--- src/hw/rtl/rtbn_pkg.sv ---
// rtbn_pkg: shared widths, register indexes, drive codes, payload types and the
// arctangent table for the return-to-base navigator.
// No dependencies.
`timescale 1ns / 1ps

package rtbn_pkg;

   localparam int COORD_BITS   = 16;
   localparam int CORDIC_STEPS = 16;

   // magnitudes that take part in the distance test, and their squares
   localparam int DIST_W = 16;
   localparam int SQ_W   = 2 * DIST_W;

   localparam int ANG_W     = 16;
   localparam int CSR_W     = (COORD_BITS > ANG_W) ? COORD_BITS : ANG_W;
   localparam int CSR_IDX_W = 3;

   // cordic datapath: vector components, angle accumulator, heading error
   localparam int CW      = 20;
   localparam int ZW      = 18;
   localparam int DIFF_W  = 20;

   localparam int RUN_LEN = (CORDIC_STEPS > DIST_W) ? CORDIC_STEPS : DIST_W;
   localparam int CNT_W   = $clog2(RUN_LEN);

   localparam logic signed [ZW-1:0] PI_Q13 = ZW'(25736);

   localparam logic [CSR_IDX_W-1:0] REG_BASE_X      = 3'd0;
   localparam logic [CSR_IDX_W-1:0] REG_BASE_Y      = 3'd1;
   localparam logic [CSR_IDX_W-1:0] REG_BASE_HEAD   = 3'd2;
   localparam logic [CSR_IDX_W-1:0] REG_BUFFER_X    = 3'd3;
   localparam logic [CSR_IDX_W-1:0] REG_BUFFER_Y    = 3'd4;
   localparam logic [CSR_IDX_W-1:0] REG_BUFFER_HEAD = 3'd5;
   localparam logic [CSR_IDX_W-1:0] REG_NEAR_DIST   = 3'd6;
   localparam logic [CSR_IDX_W-1:0] REG_ANGLE_TOL   = 3'd7;

   localparam logic [1:0] CMD_STOP    = 2'd0;
   localparam logic [1:0] CMD_FORWARD = 2'd1;
   localparam logic [1:0] CMD_LEFT    = 2'd2;
   localparam logic [1:0] CMD_RIGHT   = 2'd3;

   typedef struct packed {
      logic signed [COORD_BITS-1:0] pos_x;
      logic signed [COORD_BITS-1:0] pos_y;
      logic signed [ANG_W-1:0]      dir_x;
      logic signed [ANG_W-1:0]      dir_y;
   } req_type;

   typedef struct packed {
      logic [1:0] drive_cmd;
      logic       to_base;
   } rsp_type;

   // sequencer strobes shared by the cordic and distance units
   typedef struct packed {
      logic             load;
      logic             step;
      logic             finish;
      logic [CNT_W-1:0] idx;
   } ctrl_type;

   function automatic logic signed [ZW-1:0] atan_entry(input logic [CNT_W-1:0] i);
      logic signed [ZW-1:0] v;
      case (int'(i))
         0:       v = ZW'(6434);
         1:       v = ZW'(3798);
         2:       v = ZW'(2007);
         3:       v = ZW'(1019);
         4:       v = ZW'(511);
         5:       v = ZW'(256);
         6:       v = ZW'(128);
         7:       v = ZW'(64);
         8:       v = ZW'(32);
         9:       v = ZW'(16);
         10:      v = ZW'(8);
         11:      v = ZW'(4);
         12:      v = ZW'(2);
         13:      v = ZW'(1);
         default: v = '0;
      endcase
      return v;
   endfunction

endpackage

--- src/hw/rtl/rtbn_cordic.sv ---
// rtbn_cordic: iterative vectoring cordic, one micro-rotation per step,
// gives atan2 of the heading vector in Q2.13 radians. Uses rtbn_pkg.
`timescale 1ns / 1ps

module rtbn_cordic (
   input  logic                                  clock,
   input  rtbn_pkg::ctrl_type                    ctrl,
   input  logic signed [rtbn_pkg::ANG_W-1:0]     dir_x,
   input  logic signed [rtbn_pkg::ANG_W-1:0]     dir_y,
   output logic signed [rtbn_pkg::ZW-1:0]        heading
);
   import rtbn_pkg::*;

   logic signed [CW-1:0] x_ff, x_in, y_ff, y_in;
   logic signed [ZW-1:0] z_ff, z_in;
   logic                 zero_ff, zero_in;

   always_comb begin
      logic signed [CW-1:0] hx, hy, xs, ys;
      logic signed [ZW-1:0] step_ang;
      hx       = CW'(dir_x);
      hy       = CW'(dir_y);
      xs       = x_ff >>> ctrl.idx;
      ys       = y_ff >>> ctrl.idx;
      step_ang = atan_entry(ctrl.idx);
      x_in     = x_ff;
      y_in     = y_ff;
      z_in     = z_ff;
      zero_in  = zero_ff;
      if (ctrl.load) begin
         zero_in = (dir_x == '0) && (dir_y == '0);
         // left half plane: rotate by pi first
         if (hx < 0) begin
            x_in = -hx;
            y_in = -hy;
            z_in = (hy >= 0) ? PI_Q13 : -PI_Q13;
         end else begin
            x_in = hx;
            y_in = hy;
            z_in = '0;
         end
      end else if (ctrl.step && ({1'b0, ctrl.idx} < (CNT_W+1)'(CORDIC_STEPS))) begin
         if (y_ff > 0) begin
            x_in = x_ff + ys;
            y_in = y_ff - xs;
            z_in = z_ff + step_ang;
         end else begin
            x_in = x_ff - ys;
            y_in = y_ff + xs;
            z_in = z_ff - step_ang;
         end
      end
   end

   always_ff @(posedge clock) begin
      x_ff    <= x_in;
      y_ff    <= y_in;
      z_ff    <= z_in;
      zero_ff <= zero_in;
   end

   assign heading = zero_ff ? '0 : z_ff;

endmodule

--- src/hw/rtl/rtbn_dist.sv ---
// rtbn_dist: bit-serial squares of two coordinate distances and of the reach
// threshold, one multiplier bit per step, then the squared compare. Uses rtbn_pkg.
`timescale 1ns / 1ps

module rtbn_dist (
   input  logic                                   clock,
   input  rtbn_pkg::ctrl_type                     ctrl,
   input  logic signed [rtbn_pkg::COORD_BITS-1:0] ax,
   input  logic signed [rtbn_pkg::COORD_BITS-1:0] ay,
   input  logic signed [rtbn_pkg::COORD_BITS-1:0] bx,
   input  logic signed [rtbn_pkg::COORD_BITS-1:0] by,
   input  logic [rtbn_pkg::DIST_W-1:0]            near_dist,
   output logic                                   is_near
);
   import rtbn_pkg::*;

   logic              far_ff, far_in;
   logic [DIST_W-1:0] mx_ff, mx_in, my_ff, my_in, mn_ff, mn_in;
   logic [SQ_W-1:0]   cx_ff, cx_in, cy_ff, cy_in, cn_ff, cn_in;
   logic [SQ_W-1:0]   accx_ff, accx_in, accy_ff, accy_in, accn_ff, accn_in;
   logic              near_ff, near_in;

   always_comb begin
      logic signed [COORD_BITS:0] dxs, dys;
      logic [COORD_BITS:0]        magx, magy;
      logic [47:0]                widex, widey;
      logic [SQ_W:0]              d2;
      dxs     = (COORD_BITS+1)'(ax) - (COORD_BITS+1)'(bx);
      dys     = (COORD_BITS+1)'(ay) - (COORD_BITS+1)'(by);
      magx    = dxs[COORD_BITS] ? (COORD_BITS+1)'(-dxs) : (COORD_BITS+1)'(dxs);
      magy    = dys[COORD_BITS] ? (COORD_BITS+1)'(-dys) : (COORD_BITS+1)'(dys);
      widex   = 48'(magx);
      widey   = 48'(magy);
      d2      = {1'b0, accx_ff} + {1'b0, accy_ff};
      far_in  = far_ff;
      mx_in   = mx_ff;
      my_in   = my_ff;
      mn_in   = mn_ff;
      cx_in   = cx_ff;
      cy_in   = cy_ff;
      cn_in   = cn_ff;
      accx_in = accx_ff;
      accy_in = accy_ff;
      accn_in = accn_ff;
      near_in = near_ff;
      if (ctrl.load) begin
         // a difference of 65536 or more never counts as near
         far_in  = (|widex[47:DIST_W]) || (|widey[47:DIST_W]);
         mx_in   = widex[DIST_W-1:0];
         my_in   = widey[DIST_W-1:0];
         mn_in   = near_dist;
         cx_in   = SQ_W'(widex[DIST_W-1:0]);
         cy_in   = SQ_W'(widey[DIST_W-1:0]);
         cn_in   = SQ_W'(near_dist);
         accx_in = '0;
         accy_in = '0;
         accn_in = '0;
      end else if (ctrl.step) begin
         if (mx_ff[0]) accx_in = accx_ff + cx_ff;
         if (my_ff[0]) accy_in = accy_ff + cy_ff;
         if (mn_ff[0]) accn_in = accn_ff + cn_ff;
         mx_in = mx_ff >> 1;
         my_in = my_ff >> 1;
         mn_in = mn_ff >> 1;
         cx_in = cx_ff << 1;
         cy_in = cy_ff << 1;
         cn_in = cn_ff << 1;
      end else if (ctrl.finish) begin
         near_in = !far_ff && (d2 < {1'b0, accn_ff});
      end
   end

   always_ff @(posedge clock) begin
      far_ff  <= far_in;
      mx_ff   <= mx_in;
      my_ff   <= my_in;
      mn_ff   <= mn_in;
      cx_ff   <= cx_in;
      cy_ff   <= cy_in;
      cn_ff   <= cn_in;
      accx_ff <= accx_in;
      accy_ff <= accy_in;
      accn_ff <= accn_in;
      near_ff <= near_in;
   end

   assign is_near = near_ff;

endmodule

--- src/hw/rtl/return_to_base_navigator.sv ---
// return_to_base_navigator: one pose item in, one drive command out.
// From accept to result valid an item passes ST_STEP, ST_FINISH and ST_DECIDE; the length
// of ST_STEP is set by the step count of the cordic and the serial squarers.
// A new item is taken only in ST_IDLE, once the last one has left ST_DECIDE; a waiting
// result holds the next item in its decide cycle, which stalls further input.
// Reset (synchronous): stop pending, buffer stage, last position 0, registers to
// their reset values, no result held.
`timescale 1ns / 1ps

module return_to_base_navigator (
   input  logic                                  clock,
   input  logic                                  reset,
   input  logic                                  req_valid,
   output logic                                  req_stall,
   input  rtbn_pkg::req_type                     req_data,
   output logic                                  rsp_valid,
   input  logic                                  rsp_stall,
   output rtbn_pkg::rsp_type                     rsp_data,
   input  logic                                  csr_valid,
   output logic                                  csr_ready,
   input  logic [rtbn_pkg::CSR_IDX_W-1:0]        csr_index,
   input  logic [rtbn_pkg::CSR_W-1:0]            csr_data
);
   import rtbn_pkg::*;

   localparam logic [1:0] ST_IDLE   = 2'd0;
   localparam logic [1:0] ST_STEP   = 2'd1;
   localparam logic [1:0] ST_FINISH = 2'd2;
   localparam logic [1:0] ST_DECIDE = 2'd3;

   logic [1:0]       state_ff, state_in;
   logic [CNT_W-1:0] cnt_ff, cnt_in;
   logic             pend_ff, pend_in;
   logic             stage_ff, stage_in;
   logic signed [COORD_BITS-1:0] last_x_ff, last_x_in, last_y_ff, last_y_in;

   logic signed [COORD_BITS-1:0] base_x_ff, base_y_ff, buffer_x_ff, buffer_y_ff;
   logic signed [ANG_W-1:0]      base_head_ff, buffer_head_ff;
   logic [DIST_W-1:0]            near_dist_ff;
   logic [ANG_W-1:0]             angle_tol_ff;

   logic signed [ANG_W-1:0]  th_ff, th_in;
   logic signed [DIFF_W-1:0] diff_ff, diff_in;
   logic                     rsp_valid_ff, rsp_valid_in;
   rsp_type                  rsp_data_ff, rsp_data_in;

   logic                         accept, out_free;
   ctrl_type                     ctrl;
   logic signed [COORD_BITS-1:0] ref_x, ref_y;
   logic signed [ZW-1:0]         heading;
   logic                         is_near;

   assign accept    = req_valid && !req_stall;
   assign req_stall = (state_ff != ST_IDLE);
   assign out_free  = !rsp_valid_ff || !rsp_stall;
   assign csr_ready = 1'b1;

   assign ctrl = '{load:   accept,
                   step:   (state_ff == ST_STEP),
                   finish: (state_ff == ST_FINISH),
                   idx:    cnt_ff};

   // while a stop is pending the distance is to the previous position
   assign ref_x = pend_ff ? last_x_ff : (stage_ff ? base_x_ff : buffer_x_ff);
   assign ref_y = pend_ff ? last_y_ff : (stage_ff ? base_y_ff : buffer_y_ff);

   rtbn_cordic u_cordic (
      .clock   (clock),
      .ctrl    (ctrl),
      .dir_x   (req_data.dir_x),
      .dir_y   (req_data.dir_y),
      .heading (heading)
   );

   rtbn_dist u_dist (
      .clock     (clock),
      .ctrl      (ctrl),
      .ax        (req_data.pos_x),
      .ay        (req_data.pos_y),
      .bx        (ref_x),
      .by        (ref_y),
      .near_dist (near_dist_ff),
      .is_near   (is_near)
   );

   always_comb begin
      logic [DIFF_W-1:0] err_mag;
      err_mag      = diff_ff[DIFF_W-1] ? DIFF_W'(-diff_ff) : DIFF_W'(diff_ff);
      state_in     = state_ff;
      cnt_in       = cnt_ff;
      pend_in      = pend_ff;
      stage_in     = stage_ff;
      last_x_in    = last_x_ff;
      last_y_in    = last_y_ff;
      th_in        = th_ff;
      diff_in      = diff_ff;
      rsp_valid_in = rsp_valid_ff && rsp_stall;
      rsp_data_in  = rsp_data_ff;
      case (state_ff)
         ST_IDLE: begin
            if (accept) begin
               state_in  = ST_STEP;
               cnt_in    = '0;
               th_in     = stage_ff ? base_head_ff : buffer_head_ff;
               last_x_in = req_data.pos_x;
               last_y_in = req_data.pos_y;
            end
         end
         ST_STEP: begin
            cnt_in = cnt_ff + 1'b1;
            if (cnt_ff == CNT_W'(RUN_LEN - 1)) state_in = ST_FINISH;
         end
         ST_FINISH: begin
            diff_in  = DIFF_W'(th_ff) - DIFF_W'(heading);
            state_in = ST_DECIDE;
         end
         ST_DECIDE: begin
            if (out_free) begin
               state_in = ST_IDLE;
               rsp_valid_in = 1'b1;
               rsp_data_in.drive_cmd = CMD_STOP;
               if (pend_ff) begin
                  if (is_near) pend_in = 1'b0;
               end else if (is_near) begin
                  pend_in  = 1'b1;
                  stage_in = 1'b1;
               end else if (err_mag < DIFF_W'(angle_tol_ff)) begin
                  rsp_data_in.drive_cmd = CMD_FORWARD;
               end else if (diff_ff > 0) begin
                  rsp_data_in.drive_cmd = CMD_LEFT;
               end else begin
                  rsp_data_in.drive_cmd = CMD_RIGHT;
               end
               rsp_data_in.to_base = stage_in;
            end
         end
         default: state_in = ST_IDLE;
      endcase
   end

   always_ff @(posedge clock) begin
      if (reset) begin
         state_ff     <= ST_IDLE;
         cnt_ff       <= '0;
         pend_ff      <= 1'b1;
         stage_ff     <= 1'b0;
         last_x_ff    <= '0;
         last_y_ff    <= '0;
         rsp_valid_ff <= 1'b0;
      end else begin
         state_ff     <= state_in;
         cnt_ff       <= cnt_in;
         pend_ff      <= pend_in;
         stage_ff     <= stage_in;
         last_x_ff    <= last_x_in;
         last_y_ff    <= last_y_in;
         rsp_valid_ff <= rsp_valid_in;
      end
   end

   always_ff @(posedge clock) begin
      th_ff       <= th_in;
      diff_ff     <= diff_in;
      rsp_data_ff <= rsp_data_in;
   end

   always_ff @(posedge clock) begin
      if (reset) begin
         base_x_ff      <= '0;
         base_y_ff      <= '0;
         base_head_ff   <= '0;
         buffer_x_ff    <= '0;
         buffer_y_ff    <= '0;
         buffer_head_ff <= '0;
         near_dist_ff   <= DIST_W'(64);
         angle_tol_ff   <= ANG_W'(819);
      end else if (csr_valid && csr_ready) begin
         case (csr_index)
            REG_BASE_X:      base_x_ff      <= csr_data[COORD_BITS-1:0];
            REG_BASE_Y:      base_y_ff      <= csr_data[COORD_BITS-1:0];
            REG_BASE_HEAD:   base_head_ff   <= csr_data[ANG_W-1:0];
            REG_BUFFER_X:    buffer_x_ff    <= csr_data[COORD_BITS-1:0];
            REG_BUFFER_Y:    buffer_y_ff    <= csr_data[COORD_BITS-1:0];
            REG_BUFFER_HEAD: buffer_head_ff <= csr_data[ANG_W-1:0];
            REG_NEAR_DIST:   near_dist_ff   <= csr_data[DIST_W-1:0];
            REG_ANGLE_TOL:   angle_tol_ff   <= csr_data[ANG_W-1:0];
            default: ;
         endcase
      end
   end

   assign rsp_valid = rsp_valid_ff;
   assign rsp_data  = rsp_data_ff;

   a_accept_starts: assert property (@(posedge clock) disable iff (reset)
      accept |=> (state_ff == ST_STEP) && (cnt_ff == '0))
      else $error("accepted item did not start the step sequence");

   a_result_from_decide: assert property (@(posedge clock) disable iff (reset)
      $rose(rsp_valid_ff) |-> ($past(state_ff) == ST_DECIDE))
      else $error("result appeared outside the decide cycle");

   a_decide_writes: assert property (@(posedge clock) disable iff (reset)
      (state_ff == ST_DECIDE) && out_free |=> rsp_valid_ff && (state_ff == ST_IDLE))
      else $error("decide cycle with free output did not deliver");

   a_finish_after_steps: assert property (@(posedge clock) disable iff (reset)
      (state_ff == ST_FINISH) |-> ($past(state_ff) == ST_STEP))
      else $error("finish reached without the step sequence");

endmodule

--- config.mk ---
export PLATFORM = sky130hd
export DESIGN_NAME = return_to_base_navigator
export DESIGN_NICKNAME = d
export VERILOG_FILES = /design/src/hw/rtl/rtbn_pkg.sv /design/src/hw/rtl/rtbn_cordic.sv /design/src/hw/rtl/rtbn_dist.sv /design/src/hw/rtl/return_to_base_navigator.sv
export SDC_FILE = /design/constraint.sdc
export NUM_CORES = 2
export LEC_CHECK = 0
export BUFFER_PORTS_ARGS = -buffer_cell sky130_fd_sc_hd__buf_2
export CORE_UTILIZATION = 60
export CTS_CLUSTER_SIZE = 12
export DETAILED_ROUTE_END_ITERATION = 8
export GPL_TIMING_DRIVEN = 0
export PLACE_DENSITY = 0.81
export SYNTH_ARGS = -nofsm -noshare
export SYNTH_HDL_FRONTEND = slang
export SYNTH_SLANG_ARGS = --single-unit
--- constraint.sdc ---
create_clock -name clock -period 16.29 [get_ports clock]
set_input_delay 4.0725 -clock clock [delete_from_list [all_inputs] [get_ports clock]]
set_output_delay 4.0725 -clock clock [all_outputs]
set_load 0.02 [all_outputs]
==> results.json <==
{
  "grt_max_degree": 67,
  "gr-total-overflow": 0,
  "cp.required_ns": 16.60,
  "synth_top_cell_by_area": "dfxtp_1",
  "numPortBuffers": 72,
  "rr_endpoint": "u_cordic.x_ff[19]$_DFFE_PP_",
  "synth_ff_type": "dfxtp_1",
  "critPathLaunchType": "input port",
  "fin_total_pwr_mw": 8.06,
  "power_density_mw_per_mm2": 205,
  "synth_cells": 4218,
  "cts_tree": "built",
  "finalSetupTns_ns": 0,
  "pwr-share-seq_pct": 27.5,
  "rsz0062_at_grt": "false",
  "holdPathEnd": "base_head_ff[10]$_SDFFE_PP0P_",
  "p_sw_mw": 3.52,
  "synthMuxAreaShare_pct": 7.35,
  "synth_area_mm2": 0.0361,
  "drv_slew": 0,
  "floorplan.io_pins": 94,
  "firstDrtPassIters": 9,
  "worst_slew_pin_slew_ns": 1.34,
  "yosys.area_share.simple_pct": 17.9,
  "wl_per_cell_um": 20.3,
  "cts_sinks": 521,
  "slew_headroom_pct": 9.66,
  "synth_edf_count": 195,
  "clockRootBuffer": "clkbuf_16",
  "cap_violations": 0,
  "hold_path_class": "reg2reg",
  "status": "finished with violations",
  "reg2reg_from": "u_cordic.y_ff[1]$_DFFE_PP_",
  "diodes": 0,
  "clkTransAtPathRegs_ns": 0.06,
  "synth_top_area_share_pct": 18.1,
  "gp_congestion": 1.02,
  "crit_path_max_fanout": 5,
  "rows": 89,
  "timing.fmax_mhz": 132,
  "reg2reg_depth": 17,
  "path_class": "in2reg",
  "die_h_um": 247,
  "drt_iter0_drc": 2922,
  "cts_buffers": 56,
  "violations": "DRC",
  "synth_xor_area_share_pct": 6.55,
  "crit_arrival_ns": 7.87,
  "synth_top_family_by_area": "compound AO/OA/AOI/OAI gates",
  "cts_max_level": 2,
  "comb_power_share_pct": 56.2,
  "num_vias": 32166,
  "post-dp-hpwl_mm": 79.1,
  "postCtsSetupBuffers": 0,
  "gr-usage-met1_pct": 44.0,
  "die-area_mm2": 0.0611,
  "min_from": "base_head_ff[10]$_SDFFE_PP0P_",
  "drive_gt1_share_pct": 6.96,
  "p_leak_nw": 15.8,
  "cts_buffer_depth": 3,
  "antenna_found_initial": 3,
  "met3_usage_pct": 5.86,
  "area.growth.synth_to_final_pct": 9.05,
  "clock_latency_ns": 0.63,
  "drc": 10,
  "synth_nets": 4613,
  "finalCritPeriodShare_pct": 46.4,
  "synth_seq_cells": 521,
  "skew_ns": 0.0193,
  "grt_pass1_wl_mm": 161,
  "die-width_um": 247,
  "yosys-top-cells-area": "dfxtp_1 18%, edfxtp_1 16%, ha_1 10%",
  "ys_async_sr_fraction_pct": 0,
  "endpoint_kind": "flop",
  "critPathSlowestCell": "nor4bb_1",
  "hold_viol": 0,
  "ant_nets": 0,
  "pwr-share-clk_pct": 16.3,
  "synth_cell_types": 94,
  "setup_viol": 0,
  "cts_hold_buf": 0,
  "min_period_ns": 7.56,
  "cpPeakStageDelay_ns": 0.74,
  "grt_pass1_vias": 29754,
  "start_util_pct": 60.9,
  "viasPerCell": 6.22,
  "peakVddDrop_mv": 0.115,
  "ctsResizeCount": 0,
  "synth-compound-area-share_pct": 18.8,
  "wl_mm": 105,
  "yosysWarnings": 0,
  "grt_busiest_layer": "met2",
  "synthAdderAreaFrac_pct": 10.9,
  "syn_area_per_cell_um2": 8.55,
  "power.internal_mw": 4.54,
  "path_cells": "buf_2 -> inv_1 -> ha_1 -> inv_1 -> fa_1 -> a21o_1 -> a21o_1 -> a21oi_1 -> o311ai_0 -> or4_1 -> nor4bb_1 -> nor2b_1 -> a21oi_1 -> xor2_1 -> nor2_1",
  "whs_path_depth": 2,
  "grt_usage_pct": 33.7,
  "core_area_mm2": 0.0592,
  "use_met2_pct": 54.2,
  "ys_seq_area_share_pct": 34.3,
  "fin_nets": 4745,
  "fin_util_pct": 66.4,
  "switching_share_pct": 43.7,
  "r2r_slack_ns": 10.09
}
-- metrics by stage --
stage	cell area, µm²	setup slack [ns]	hold slack [ns]	cells
2_1_floorplan	36100	7.86	0.432	4218
3_3_place_gp	37400	4.91	0.439	5063
3_5_place_dp	37500	8.22	0.445	5065
4_1_cts	39300	8.86	0.454	5170
5_1_grt	39300	8.68	0.469	5170
6_report	39300	8.73	0.453	5170
-- how the worst max path moves through the flow --
stage	startpoint	endpoint	cells after the start
after detailed placement	req_data[32]	u_dist.my_ff[15]$_SDFFCE_PN0P_	15
after floorplan	req_valid	u_cordic.x_ff[0]$_DFFE_PP_	3
after CTS	req_data[32]	u_dist.my_ff[15]$_SDFFCE_PN0P_	15
after global routing	req_data[32]	u_dist.my_ff[15]$_SDFFCE_PN0P_	15
final	req_data[32]	u_dist.my_ff[15]$_SDFFCE_PN0P_	15
after global placement	req_valid	u_dist.cn_ff[13]$_DFFE_PP_	4
-- power by group through the flow --
| stage | Combinational (mW) | Sequential, mW | Clock, mW |
|---|---|---|---|
| after floorplan | 3.44 | 2.12 | 0 |
| after global placement | 4.27 | 2.26 | 0 |
| after detailed placement | 4.40 | 2.22 | 0 |
| after CTS | 4.44 | 2.20 | 1.32 |
| after global routing | 4.98 | 2.24 | 1.37 |
| final | 4.53 | 2.21 | 1.31 |
-- Yosys cell counts (59+ instances only) --
cell,n
mux2i_1,122
clkbuf_1,126
inv_1,174
edfxtp_1,195
o21ai_0,197
a21o_1,94
ha_1,297
a21oi_1,479
nand2_1,678
nor2_1,330
xor2_1,89
o21a_1,66
nand3_1,73
xnor2_1,181
nor3_1,59
nand2b_1,64
dfxtp_1,326
-- flip-flops by register name, summed over array words and instances (netlist names), 18 cells and up, named ones only --
| name | flops |
|---|---|
| u_cordic.z_ff | 18 |
| u_cordic.x_ff | 20 |
| u_dist.cn_ff | 32 |
| u_cordic.y_ff | 20 |
| diff_ff | 19 |
| u_dist.accy_ff | 32 |
| u_dist.accx_ff | 32 |
| u_dist.accn_ff | 32 |
| u_dist.cy_ff | 32 |
| u_dist.cx_ff | 32 |
-- metal layers --
metal / wire [µm] / share of wire (%) / vias up
li1: - / - / 15365
met1: 43700 / 42 / 15076
met2: 47400 / 45 / 1423
met3: 8830 / 8.4 / 296
met4: 5280 / 5.0 / 6
met5: 42 / 0.040 / -
-- area by class of cell --
cell class | count | area (µm²)
plain buffers | 190 | 852
clock buffers | 92 | 1720
clock inverters | 13 | 154
fillers | 4883 | 19900
inverters | 175 | 657
multi-input cells | 3332 | 22200
flip-flops and latches | 521 | 12400
well taps | 773 | 967
repair buffers | 74 | 415
-- worst max-delay path, delay by kind of cell --
kind	cells	cell delay, ns
buffers and inverters	3	0.23
AO/OA/AOI/OAI	5	0.82
XOR/XNOR	1	0.42
adder cells (fa/ha/maj)	2	0.55
AND/OR/NAND/NOR	4	1.77
-- kinds of logic after synthesis --
logic type | count (synthesis)
and+or+nand+nor | 1441
AOI/OAI and AO/OA | 1113
DFF | 521
buffers and inverters | 365
adders and majority gates | 307
xor gates and xnor gates | 270
muxes | 200
other | 1
-- cell usage in the layout, fill, tap and decap left out, drive strengths merged, types with 66 or more instances in the layout --
master and count:
nor2 331, xor2 89, edfxtp 195, buf 123
inv 174, o21ai 200, xnor2 181, a21o 94
dfxtp 326, mux2i 122, a21oi 479, nand3 73
ha 297, clkbuf 233, o21a 66, nand2 678
No activity file was read; power rests on OpenSTA's default activity.
